`src/hdl/segment_display_frame_writer_core_macros.svh`:
```
// Assertion macros for the segment display frame writer.
`ifndef SEGMENT_DISPLAY_FRAME_WRITER_CORE_MACROS_SVH
`define SEGMENT_DISPLAY_FRAME_WRITER_CORE_MACROS_SVH

`ifndef SYNTHESIS
// Same-cycle implication, sampled on i_clk and disabled during reset.
`define SDFW_ASSERT_IMP(lbl, ante, cons, msg) \
    lbl: assert property (@(posedge i_clk) disable iff (!i_rst_n) (ante) |-> (cons)) \
        else $error(msg);
// Next-cycle implication, sampled on i_clk and disabled during reset.
`define SDFW_ASSERT_NXT(lbl, ante, cons, msg) \
    lbl: assert property (@(posedge i_clk) disable iff (!i_rst_n) (ante) |=> (cons)) \
        else $error(msg);
`else
`define SDFW_ASSERT_IMP(lbl, ante, cons, msg)
`define SDFW_ASSERT_NXT(lbl, ante, cons, msg)
`endif

`endif

```
`src/hdl/sdfw_pkg.sv`:
```
// Shared types, constants and helper functions of the segment display frame writer.
`default_nettype none

package sdfw_pkg;

    localparam int NUM_DIGITS_DEF = 4;
    localparam int QUEUE_DEPTH    = 2;

    localparam int CFG_W      = 3;
    localparam int CFG_ADDR_W = 2;

    // Item kinds carried in tuser.
    localparam logic [1:0] KIND_UPDATE = 2'd0;
    localparam logic [1:0] KIND_ON     = 2'd1;
    localparam logic [1:0] KIND_OFF    = 2'd2;
    localparam logic [1:0] KIND_RSVD   = 2'd3;

    // Configuration register indexes.
    localparam logic [CFG_ADDR_W-1:0] CFG_BRIGHTNESS = 2'd0;
    localparam logic [CFG_ADDR_W-1:0] CFG_POINT      = 2'd1;
    localparam logic [CFG_ADDR_W-1:0] CFG_BLANK      = 2'd2;

    localparam logic [2:0] RST_BRIGHTNESS = 3'd5;
    localparam logic [2:0] RST_POINT      = 3'd4;
    localparam logic       RST_BLANK      = 1'b1;

    // Display controller command bytes.
    localparam logic [7:0] CMD_DATA = 8'h40;
    localparam logic [7:0] CMD_ADDR = 8'hC0;
    localparam logic [7:0] CMD_ON   = 8'h88;
    localparam logic [7:0] CMD_OFF  = 8'h80;
    localparam logic [7:0] SEG_DP   = 8'h80;

    typedef struct packed {
        logic [2:0] brightness;
        logic [2:0] point_position;
        logic       blank_leading_zeros;
    } t_cfg;

    typedef struct packed {
        logic [15:0] quo;
        logic [3:0]  rem;
    } t_div;

    // Seven-segment pattern of one decimal digit.
    function automatic logic [7:0] seg_of(input logic [3:0] d);
        logic [7:0] s;
        case (d)
            4'd0:    s = 8'h3f;
            4'd1:    s = 8'h06;
            4'd2:    s = 8'h5b;
            4'd3:    s = 8'h4f;
            4'd4:    s = 8'h66;
            4'd5:    s = 8'h6d;
            4'd6:    s = 8'h7d;
            4'd7:    s = 8'h07;
            4'd8:    s = 8'h7f;
            4'd9:    s = 8'h6f;
            default: s = 8'h00;
        endcase
        return s;
    endfunction

    // Division of a 16-bit value by ten through the reciprocal 52429 / 2^19,
    // which is exact over the whole 16-bit range.
    function automatic t_div div10(input logic [15:0] x);
        logic [32:0] prod;
        logic [15:0] q;
        logic [15:0] q10;
        t_div        res;
        prod    = {17'd0, x} * 33'd52429;
        q       = {2'd0, prod[32:19]};
        q10     = {q[12:0], 3'd0} + {q[14:0], 1'b0};
        res.quo = q;
        res.rem = 4'(x - q10);
        return res;
    endfunction

endpackage

`default_nettype wire

```
`src/hdl/sdfw_front.sv`:
```
// Front end: digit extraction pipeline, blanking and segment encoding.
`default_nettype none

module sdfw_front #(
    parameter int NUM_DIGITS = sdfw_pkg::NUM_DIGITS_DEF
) (
    input  wire                        i_clk,
    input  wire                        i_rst_n,
    input  wire  sdfw_pkg::t_cfg       i_cfg,
    input  wire                        i_valid,
    output logic                       o_ready,
    input  wire  [1:0]                 i_kind,
    input  wire  [15:0]                i_number,
    output logic                       o_push,
    input  wire                        i_q_ready,
    output logic [8*NUM_DIGITS+1:0]    o_entry
);

    logic                           r_vld  [NUM_DIGITS];
    logic [1:0]                     r_kind [NUM_DIGITS];
    logic [15:0]                    r_quo  [NUM_DIGITS];
    logic [NUM_DIGITS-1:0][3:0]     r_dig  [NUM_DIGITS];
    sdfw_pkg::t_div                 w_div  [NUM_DIGITS];
    logic                           w_rdy  [NUM_DIGITS+1];

    logic [NUM_DIGITS-1:0][3:0]     w_fin_dig;
    logic [NUM_DIGITS-1:0][7:0]     w_seg;
    logic                           w_blank;
    logic                           w_drop;

    // Reserved kinds leave the pipeline without reaching the queue.
    assign w_drop            = (r_kind[NUM_DIGITS-1] == sdfw_pkg::KIND_RSVD);
    assign w_rdy[NUM_DIGITS] = i_q_ready || w_drop;
    assign o_push            = r_vld[NUM_DIGITS-1] && !w_drop && i_q_ready;
    assign o_ready           = w_rdy[0];

    for (genvar s = 0; s < NUM_DIGITS; s++) begin : g_stage
        logic                       n_vld;
        logic [1:0]                 n_kind;
        logic [15:0]                n_quo;
        logic [NUM_DIGITS-1:0][3:0] n_dig;

        assign w_div[s] = sdfw_pkg::div10(r_quo[s]);
        assign w_rdy[s] = !r_vld[s] || w_rdy[s+1];

        if (s == 0) begin : g_first
            always_comb begin
                n_vld  = i_valid;
                n_kind = i_kind;
                n_quo  = i_number;
                n_dig  = '0;
            end
        end else begin : g_next
            // Each stage fills one digit, the rightmost first.
            always_comb begin
                n_vld             = r_vld[s-1];
                n_kind            = r_kind[s-1];
                n_quo             = w_div[s-1].quo;
                n_dig             = r_dig[s-1];
                n_dig[NUM_DIGITS-s] = w_div[s-1].rem;
            end
        end

        always_ff @(posedge i_clk) begin
            if (!i_rst_n) begin
                r_vld[s] <= 1'b0;
            end else if (w_rdy[s]) begin
                r_vld[s] <= n_vld;
            end
        end

        always_ff @(posedge i_clk) begin
            if (w_rdy[s] && n_vld) begin
                r_kind[s] <= n_kind;
                r_quo[s]  <= n_quo;
                r_dig[s]  <= n_dig;
            end
        end
    end

    always_comb begin
        w_fin_dig    = r_dig[NUM_DIGITS-1];
        w_fin_dig[0] = w_div[NUM_DIGITS-1].rem;
    end

    // When leading-zero blanking is on, leading zeros are blanked until the first
    // nonzero digit; the rightmost digit always shows.
    always_comb begin
        w_blank = i_cfg.blank_leading_zeros;
        for (int i = 0; i < NUM_DIGITS; i++) begin
            if (w_blank && (w_fin_dig[i] == 4'd0)) begin
                w_seg[i] = (i < NUM_DIGITS - 1) ? 8'h00 : sdfw_pkg::seg_of(4'd0);
            end else begin
                w_blank  = 1'b0;
                w_seg[i] = sdfw_pkg::seg_of(w_fin_dig[i]) |
                           ((i_cfg.point_position == 3'(i)) ? sdfw_pkg::SEG_DP : 8'h00);
            end
        end
    end

    assign o_entry = {w_seg, r_kind[NUM_DIGITS-1]};

endmodule

`default_nettype wire

```
`src/hdl/sdfw_queue.sv`:
```
// Small register queue that decouples the front end from the byte sequencer.
`default_nettype none

module sdfw_queue #(
    parameter int WIDTH = 8,
    parameter int DEPTH = sdfw_pkg::QUEUE_DEPTH
) (
    input  wire              i_clk,
    input  wire              i_rst_n,
    input  wire              i_push,
    input  wire  [WIDTH-1:0] i_data,
    output logic             o_ready,
    input  wire              i_pop,
    output logic             o_valid,
    output logic [WIDTH-1:0] o_data
);

    localparam int PTR_W = (DEPTH > 1) ? $clog2(DEPTH) : 1;
    localparam int CNT_W = $clog2(DEPTH + 1);

    logic [WIDTH-1:0] r_mem [DEPTH];
    logic [PTR_W-1:0] r_wr;
    logic [PTR_W-1:0] r_rd;
    logic [CNT_W-1:0] r_cnt;

    assign o_ready = (r_cnt != CNT_W'(DEPTH));
    assign o_valid = (r_cnt != '0);
    assign o_data  = r_mem[r_rd];

    always_ff @(posedge i_clk) begin
        if (!i_rst_n) begin
            r_wr  <= '0;
            r_rd  <= '0;
            r_cnt <= '0;
        end else begin
            if (i_push) begin
                r_wr <= (r_wr == PTR_W'(DEPTH - 1)) ? '0 : r_wr + 1'b1;
            end
            if (i_pop) begin
                r_rd <= (r_rd == PTR_W'(DEPTH - 1)) ? '0 : r_rd + 1'b1;
            end
            if (i_push && !i_pop) begin
                r_cnt <= r_cnt + 1'b1;
            end else if (!i_push && i_pop) begin
                r_cnt <= r_cnt - 1'b1;
            end
        end
    end

    always_ff @(posedge i_clk) begin
        if (i_push) begin
            r_mem[r_wr] <= i_data;
        end
    end

endmodule

`default_nettype wire

```
`src/hdl/sdfw_back.sv`:
```
// Back end: byte sequencer that turns queued entries into framed bytes.
`default_nettype none

module sdfw_back #(
    parameter int NUM_DIGITS = sdfw_pkg::NUM_DIGITS_DEF
) (
    input  wire                      i_clk,
    input  wire                      i_rst_n,
    input  wire  sdfw_pkg::t_cfg     i_cfg,
    input  wire                      i_q_valid,
    input  wire  [8*NUM_DIGITS+1:0]  i_q_data,
    output logic                     o_pop,
    output logic                     o_tvalid,
    input  wire                      i_tready,
    output logic [7:0]               o_tdata,
    output logic [1:0]               o_tuser,
    output logic                     o_tlast
);

    localparam int IDX_W = $clog2(NUM_DIGITS + 3);

    logic [1:0]                 w_kind;
    logic [NUM_DIGITS-1:0][7:0] w_seg;
    logic [7:0]                 w_byte;
    logic                       w_start;
    logic                       w_stop;
    logic                       w_last;
    logic [7:0]                 w_on_byte;
    logic                       w_load;

    logic [IDX_W-1:0]           r_idx;
    logic                       r_vld;
    logic [7:0]                 r_byte;
    logic [1:0]                 r_user;
    logic                       r_last;

    assign w_kind    = i_q_data[1:0];
    assign w_seg     = i_q_data[8*NUM_DIGITS+1:2];
    assign w_on_byte = sdfw_pkg::CMD_ON + {5'd0, i_cfg.brightness};
    assign w_load    = !r_vld || i_tready;
    assign o_pop     = w_load && i_q_valid && w_last;

    always_comb begin
        w_byte  = 8'h00;
        w_start = 1'b0;
        w_stop  = 1'b0;
        w_last  = 1'b0;
        case (w_kind)
            sdfw_pkg::KIND_ON: begin
                w_byte  = w_on_byte;
                w_start = 1'b1;
                w_stop  = 1'b1;
                w_last  = 1'b1;
            end
            sdfw_pkg::KIND_OFF: begin
                w_byte  = sdfw_pkg::CMD_OFF;
                w_start = 1'b1;
                w_stop  = 1'b1;
                w_last  = 1'b1;
            end
            sdfw_pkg::KIND_UPDATE: begin
                if (r_idx == IDX_W'(0)) begin
                    w_byte  = sdfw_pkg::CMD_DATA;
                    w_start = 1'b1;
                    w_stop  = 1'b1;
                end else if (r_idx == IDX_W'(1)) begin
                    w_byte  = sdfw_pkg::CMD_ADDR;
                    w_start = 1'b1;
                end else if (r_idx == IDX_W'(NUM_DIGITS + 2)) begin
                    w_byte  = w_on_byte;
                    w_start = 1'b1;
                    w_stop  = 1'b1;
                    w_last  = 1'b1;
                end else begin
                    for (int j = 0; j < NUM_DIGITS; j++) begin
                        if (r_idx == IDX_W'(j + 2)) begin
                            w_byte = w_seg[j];
                            w_stop = (j == NUM_DIGITS - 1);
                        end
                    end
                end
            end
            default: begin
                w_byte = 8'h00;
            end
        endcase
    end

    always_ff @(posedge i_clk) begin
        if (!i_rst_n) begin
            r_vld <= 1'b0;
            r_idx <= '0;
        end else if (w_load) begin
            r_vld <= i_q_valid;
            if (i_q_valid) begin
                r_idx <= w_last ? '0 : r_idx + 1'b1;
            end
        end
    end

    always_ff @(posedge i_clk) begin
        if (w_load && i_q_valid) begin
            r_byte <= w_byte;
            r_user <= {w_stop, w_start};
            r_last <= w_last;
        end
    end

    assign o_tvalid = r_vld;
    assign o_tdata  = r_byte;
    assign o_tuser  = r_user;
    assign o_tlast  = r_last;

endmodule

`default_nettype wire

```
`src/hdl/segment_display_frame_writer_core.sv`:
```
// A taken word is registered in the digit stages, then in the queue, then in the output register.
// An update is sent as NUM_DIGITS + 3 bytes (7 at four digits), on and off as one byte each,
// as built by the back-end byte sequencer, which emits one byte per cycle unless i_tready stalls it.
// The digit pipeline and the two-entry queue take new words while bytes are still going out.
// Reset (synchronous, active low) empties the pipeline, queue and output register and
// returns brightness to 5, point position to 4 and leading-zero blanking to on.
`default_nettype none

`include "segment_display_frame_writer_core_macros.svh"

module segment_display_frame_writer_core #(
    parameter int NUM_DIGITS = sdfw_pkg::NUM_DIGITS_DEF
) (
    input  wire                              i_clk,
    input  wire                              i_rst_n,
    // Update words in.
    input  wire                              s_axis_tvalid,
    output logic                             s_axis_tready,
    input  wire  [15:0]                      s_axis_tdata,  // [15:0] number
    input  wire  [1:0]                       s_axis_tuser,  // [1:0] kind
    // Frame bytes out.
    output logic                             m_axis_tvalid,
    input  wire                              m_axis_tready,
    output logic [7:0]                       m_axis_tdata,  // [7:0] frame_byte
    output logic [1:0]                       m_axis_tuser,  // [0] start_before, [1] stop_after
    output logic                             m_axis_tlast,
    // Configuration writes.
    input  wire                              i_cfg_we,
    input  wire  [sdfw_pkg::CFG_ADDR_W-1:0]  i_cfg_addr,
    input  wire  [sdfw_pkg::CFG_W-1:0]       i_cfg_wdata
);

    localparam int ENTRY_W = 8 * NUM_DIGITS + 2;

    logic [2:0]         r_brightness;
    logic [2:0]         r_point;
    logic               r_blank;
    sdfw_pkg::t_cfg     w_cfg;

    logic               w_push;
    logic               w_q_ready;
    logic               w_q_valid;
    logic               w_pop;
    logic [ENTRY_W-1:0] w_entry_in;
    logic [ENTRY_W-1:0] w_entry_out;

    // Configuration registers; writes to indexes beyond the list are ignored.
    always_ff @(posedge i_clk) begin
        if (!i_rst_n) begin
            r_brightness <= sdfw_pkg::RST_BRIGHTNESS;
            r_point      <= sdfw_pkg::RST_POINT;
            r_blank      <= sdfw_pkg::RST_BLANK;
        end else if (i_cfg_we) begin
            case (i_cfg_addr)
                sdfw_pkg::CFG_BRIGHTNESS: r_brightness <= i_cfg_wdata;
                sdfw_pkg::CFG_POINT:      r_point      <= i_cfg_wdata;
                sdfw_pkg::CFG_BLANK:      r_blank      <= i_cfg_wdata[0];
                default: begin
                end
            endcase
        end
    end

    assign w_cfg.brightness          = r_brightness;
    assign w_cfg.point_position      = r_point;
    assign w_cfg.blank_leading_zeros = r_blank;

    // The front end splits the number into decimal digits, one per stage, and
    // encodes the segment bytes when the last digit is known.
    sdfw_front #(
        .NUM_DIGITS (NUM_DIGITS)
    ) u_front (
        .i_clk     (i_clk),
        .i_rst_n   (i_rst_n),
        .i_cfg     (w_cfg),
        .i_valid   (s_axis_tvalid),
        .o_ready   (s_axis_tready),
        .i_kind    (s_axis_tuser),
        .i_number  (s_axis_tdata),
        .o_push    (w_push),
        .i_q_ready (w_q_ready),
        .o_entry   (w_entry_in)
    );

    // The queue holds encoded entries so that the front end keeps taking words
    // while a frame is still going out.
    sdfw_queue #(
        .WIDTH (ENTRY_W),
        .DEPTH (sdfw_pkg::QUEUE_DEPTH)
    ) u_queue (
        .i_clk   (i_clk),
        .i_rst_n (i_rst_n),
        .i_push  (w_push),
        .i_data  (w_entry_in),
        .o_ready (w_q_ready),
        .i_pop   (w_pop),
        .o_valid (w_q_valid),
        .o_data  (w_entry_out)
    );

    // The back end walks through the bytes of the head entry and releases it
    // together with its last byte.
    sdfw_back #(
        .NUM_DIGITS (NUM_DIGITS)
    ) u_back (
        .i_clk     (i_clk),
        .i_rst_n   (i_rst_n),
        .i_cfg     (w_cfg),
        .i_q_valid (w_q_valid),
        .i_q_data  (w_entry_out),
        .o_pop     (w_pop),
        .o_tvalid  (m_axis_tvalid),
        .i_tready  (m_axis_tready),
        .o_tdata   (m_axis_tdata),
        .o_tuser   (m_axis_tuser),
        .o_tlast   (m_axis_tlast)
    );

    // A push is only issued when the queue has room.
    `SDFW_ASSERT_IMP(a_push_has_room, w_push, w_q_ready, "push into a full queue")
    // An entry is only released when the queue holds one.
    `SDFW_ASSERT_IMP(a_pop_has_entry, w_pop, w_q_valid, "pop from an empty queue")
    // The closing byte of every frame carries both start and stop conditions.
    `SDFW_ASSERT_IMP(a_last_framed, m_axis_tvalid && m_axis_tlast,
                     m_axis_tuser == 2'b11, "closing byte without start and stop")
    // Within one item the bytes follow each other without a gap.
    `SDFW_ASSERT_NXT(a_no_gap, m_axis_tvalid && m_axis_tready && !m_axis_tlast,
                     m_axis_tvalid, "gap inside a frame")

endmodule

`default_nettype wire
```
`config.mk`:
```
export PLATFORM = sky130hd
export DESIGN_NAME = segment_display_frame_writer_core
export DESIGN_NICKNAME = d
export VERILOG_FILES = /design/src/hdl/sdfw_pkg.sv /design/src/hdl/sdfw_front.sv /design/src/hdl/sdfw_queue.sv /design/src/hdl/sdfw_back.sv /design/src/hdl/segment_display_frame_writer_core.sv
export VERILOG_INCLUDE_DIRS = /design/src /design/src/hdl
export SDC_FILE = /design/constraint.sdc
export NUM_CORES = 1
export LEC_CHECK = 0
export ABC_AREA = 1
export CAP_MARGIN = 0
export CORE_ASPECT_RATIO = 1.75
export CORE_MARGIN = 5
export CORE_UTILIZATION = 55
export CTS_BUF_LIST = sky130_fd_sc_hd__clkbuf_4 sky130_fd_sc_hd__clkbuf_8 sky130_fd_sc_hd__clkbuf_16
export DETAILED_ROUTE_END_ITERATION = 6
export DONT_BUFFER_PORTS = 1
export GPL_ROUTABILITY_DRIVEN = 0
export GPL_TIMING_DRIVEN = 0
export PLACE_DENSITY = 0.7
export SYNTH_ARGS = -nofsm -noshare
export SYNTH_HDL_FRONTEND = slang
export SYNTH_HIERARCHICAL = 1
export SYNTH_SLANG_ARGS = --single-unit
```
`constraint.sdc`:
```
create_clock -name i_clk -period 6.6 [get_ports i_clk]
set_input_delay 0 -clock i_clk [delete_from_list [all_inputs] [get_ports i_clk]]
set_output_delay 0 -clock i_clk [all_outputs]
set_load 0.005 [all_outputs]
```
==> flow_metrics.tcl <==
set metrics [dict create \
    synthTopCellsByArea "ha_1 26%, fa_1 21%, edfxtp_1 21%" \
    num-nets-final 3379 \
    hold_path.class "primary input to flip-flop" \
    reg2reg_from "u_front/r_quo[3][4]" \
    ys.warnings.count 6 \
    die_area_um2 48470 \
    synth_common_cells "660 x inv_1, 504 x ha_1, 315 x nand2_1" \
    yosys.area_share.simple_pct 10.29 \
    wire_per_inst_um 16.81 \
    grt_pass1_wl_um 87880 \
    cap_violations 0 \
    drt_pass1_iterations 7 \
    synth-xor-area-share_pct 1.954 \
    required_ns 6.85 \
    syn-num-nets 3304 \
    hp-start "s_axis_tdata[5]" \
    instances_no_fill 3174 \
    syn_area_um2 24200 \
    clock-sinks 186 \
    dpl.hpwl_um 45650 \
    antenna_found_initial 1 \
    holdPathStages 1 \
    clk_path_buf_depth 2 \
    slew_headroom_pct 29.50 \
    synth_top_area_share_pct 26.05 \
    pin_count 41 \
    synthAdderAreaFrac_pct 47.06 \
    syn_inst 2518 \
    post-route-min-period_ns 6.380 \
    maxSlewViolCount 0 \
    holdPathEnd "u_front/r_quo[0][5]" \
    critPathKind "flip-flop to flip-flop" \
    core_um2 43470 \
    synth.distinct_cells 53 \
    synth_top_area_cell "ha_1" \
    r2r_slack_ns 0.22 \
    synth_top_family_by_area "adder cells" \
    io_buffers 0 \
    grt_pass1_vias 18560 \
    routed_wl_um 53360 \
    finalHoldViolCount 0 \
    seq_area_frac_synth_pct 22.37 \
    viasPerCell 5.342 \
    drive_gt1_share_pct 5.986 \
    cts_buffers 17 \
    cp_max_fo 6 \
    cp-start-kind "flip-flop" \
    cp-end-kind "flip-flop" \
    area_growth_pct 8.013 \
    overflow 0 \
    rows 101 \
    die_w_um 168.6 \
    r2r-end "u_queue/r_mem[0][3]" \
    synth_mux_area_share_pct 2.047 \
    cts_tree "yes" \
    tightest_slew_ns 1.056 \
    ys.flop_type "edfxtp_1" \
    placed_cells 3086 \
    synth_compound_gate_area_share_pct 5.464 \
    synth-edff-count 169 \
    insertion_delay_ns 0.45 \
    final.period_utilization_pct 96.66 \
    rr_worst_depth 26 \
    synth.most_common_cell "inv_1" \
    drt_iter0_markers 759 \
    ys_seq_elements 186 \
    antenna_left 0 \
    grt_max_degree 35 \
    final.setup_skew_ns 0.01194 \
    root_buffer "clkbuf_16" \
    setup_viol 0 \
    start_util_pct 55.68 \
    postSynth.asyncResetShare_pct 0 \
    die_height_um 287.5 \
    vias 16960 \
    status "completed" \
    syn_area_per_cell_um2 9.612 \
    drc 0 \
    cp.arrival_ns 6.63 \
    max_clock_freq_mhz 156.7 \
    clkTransAtPathRegs_ns 0.08 \
    grtUsageTotal_pct 22.77 \
    cts.htree.levels 4 \
]
-- worst max-delay path, stage by stage, from the launching register on --
cell,delay (ns)
edfxtp_1,0.52
ha_4,0.34
inv_1,0.05
fa_1,0.52
inv_1,0.06
fa_1,0.56
inv_1,0.06
fa_1,0.49
fa_1,0.57
inv_1,0.05
ha_1,0.28
ha_1,0.32
nand2_2,0.09
inv_2,0.08
nand3_1,0.09
or4_1,0.54
nand3_1,0.09
nand2_1,0.08
ha_1,0.31
or2_2,0.31
nand2_2,0.11
inv_2,0.07
nand2_2,0.10
nor2_4,0.06
nand2_2,0.09
nand2_2,0.09
a21oi_1,0.26
-- cell families (layout without fill, tap and decap cells) --
family / Yosys count / in the layout
and+or+nand+nor: 577 / 577
xor gates and xnor gates: 54 / 54
adders and majority gates: 758 / 758
AOI/OAI and AO/OA: 233 / 233
other: 0 / 2
buffers and inverters: 676 / 764
DFF: 186 / 186
muxes: 34 / 34
-- layout make-up --
| type | instances | area, µm² |
|---|---|---|
| clock inverter | 14 | 151.4 |
| clock buffer | 18 | 432.9 |
| sequential | 186 | 5415 |
| fill | 3576 | 17330 |
| buffer | 10 | 116.4 |
| inverter | 666 | 2500 |
| tap | 566 | 708.2 |
| multi-input combinational | 1656 | 16280 |
| timing repair buffer | 56 | 530.5 |
| antenna | 2 | 5.005 |
-- placed cells by master (no fill, tap or decap), types with 4 or more instances in the layout --
master | Yosys | layout
a21o_1 | 11 | 11
a21oi_1 | 115 | 114
a31oi_1 | 7 | 7
buf_12 | 3 | 4
buf_4 | 1 | 19
clkbuf_16 | 0 | 17
dfxtp_1 | 17 | 17
dlygate4sd3_1 | 0 | 36
edfxtp_1 | 169 | 169
fa_1 | 254 | 253
ha_1 | 504 | 497
ha_4 | 0 | 5
inv_1 | 660 | 657
inv_2 | 6 | 9
mux2_2 | 4 | 4
mux2_4 | 30 | 30
nand2_1 | 315 | 310
nand2_2 | 5 | 10
nand3_1 | 70 | 70
nand3_2 | 4 | 4
nand3b_1 | 7 | 7
nand4_1 | 13 | 13
nor2_1 | 119 | 115
nor2_2 | 4 | 6
nor3_1 | 13 | 12
nor4_1 | 6 | 6
o211ai_1 | 7 | 7
o21ai_0 | 55 | 55
o21ai_1 | 5 | 5
o21ai_2 | 4 | 4
o21bai_1 | 8 | 8
or2_2 | 8 | 8
xnor2_1 | 20 | 20
xor2_1 | 34 | 34
-- worst max path at each step --
stage,from,to,slack [ns],cells after the start
after floorplan,u_front/r_quo[3][3],u_queue/r_mem[0][24],0.57,27
after global placement,u_front/r_quo[3][3],u_queue/r_mem[0][16],-0.06,28
after detailed placement,u_front/r_quo[3][3],u_queue/r_mem[0][21],-0.22,27
after CTS,u_front/r_quo[3][4],u_queue/r_mem[1][16],0.001,28
after global routing,u_front/r_quo[3][2],u_queue/r_mem[1][10],-0.02,28
final,u_front/r_quo[3][4],u_queue/r_mem[0][3],0.22,26
-- metrics by stage --
stage                     setup WS, ns   TNS, ns  hold slack [ns]  area, µm²  utilization [%]
after floorplan                 0.5704         0          0.08461      24200                -
after global placement        -0.06006    -1.302          0.08765      24910            57.30
final                           0.2203         0           0.1810      26140            60.14
after CTS                     0.001229         0           0.1570      26010            59.83
after detailed placement       -0.2154    -8.018          0.09015      24960            57.41
after global routing          -0.01736  -0.05001           0.1683      26140            60.13
-- layer usage --
layer | vias up | global-route usage, % | wire [µm]
li1 | 8204 | - | -
met1 | 8154 | 21.16 | 17700
met2 | 385 | 45.97 | 30730
met3 | 212 | 2.102 | 1124
met4 | 0 | 14.64 | 3803
met5 | - | 0 | 0
-- what timing repair did --
action | 4_1_cts | 5_1_grt
buffers inserted | 14 | 4
endpoints found under the hold margin | 41 | 0
pin swaps | 0 | 2
resized for setup | 1 | 19
endpoints found under the setup margin | 58 | 58
hold buffers | 36 | 0
-- flip-flops by register name, summed over array words and instances (netlist names), named ones only --
| register | flops |
|---|---|
| r_blank | 1 |
| r_brightness | 3 |
| r_point | 3 |
| u_back/o_tdata | 8 |
| u_back/o_tlast | 1 |
| u_back/o_tuser | 2 |
| u_back/o_tvalid | 1 |
| u_back/r_idx | 3 |
| u_front/r_dig | 24 |
| u_front/r_kind | 8 |
| u_front/r_quo | 55 |
| u_front/r_vld | 4 |
| u_queue/r_cnt | 2 |
| u_queue/r_mem | 68 |
| u_queue/r_rd | 1 |
| u_queue/r_wr | 1 |
Power is not shown: default switching activity piles up to over one toggle a cycle in this logic, so the estimate is an artifact.
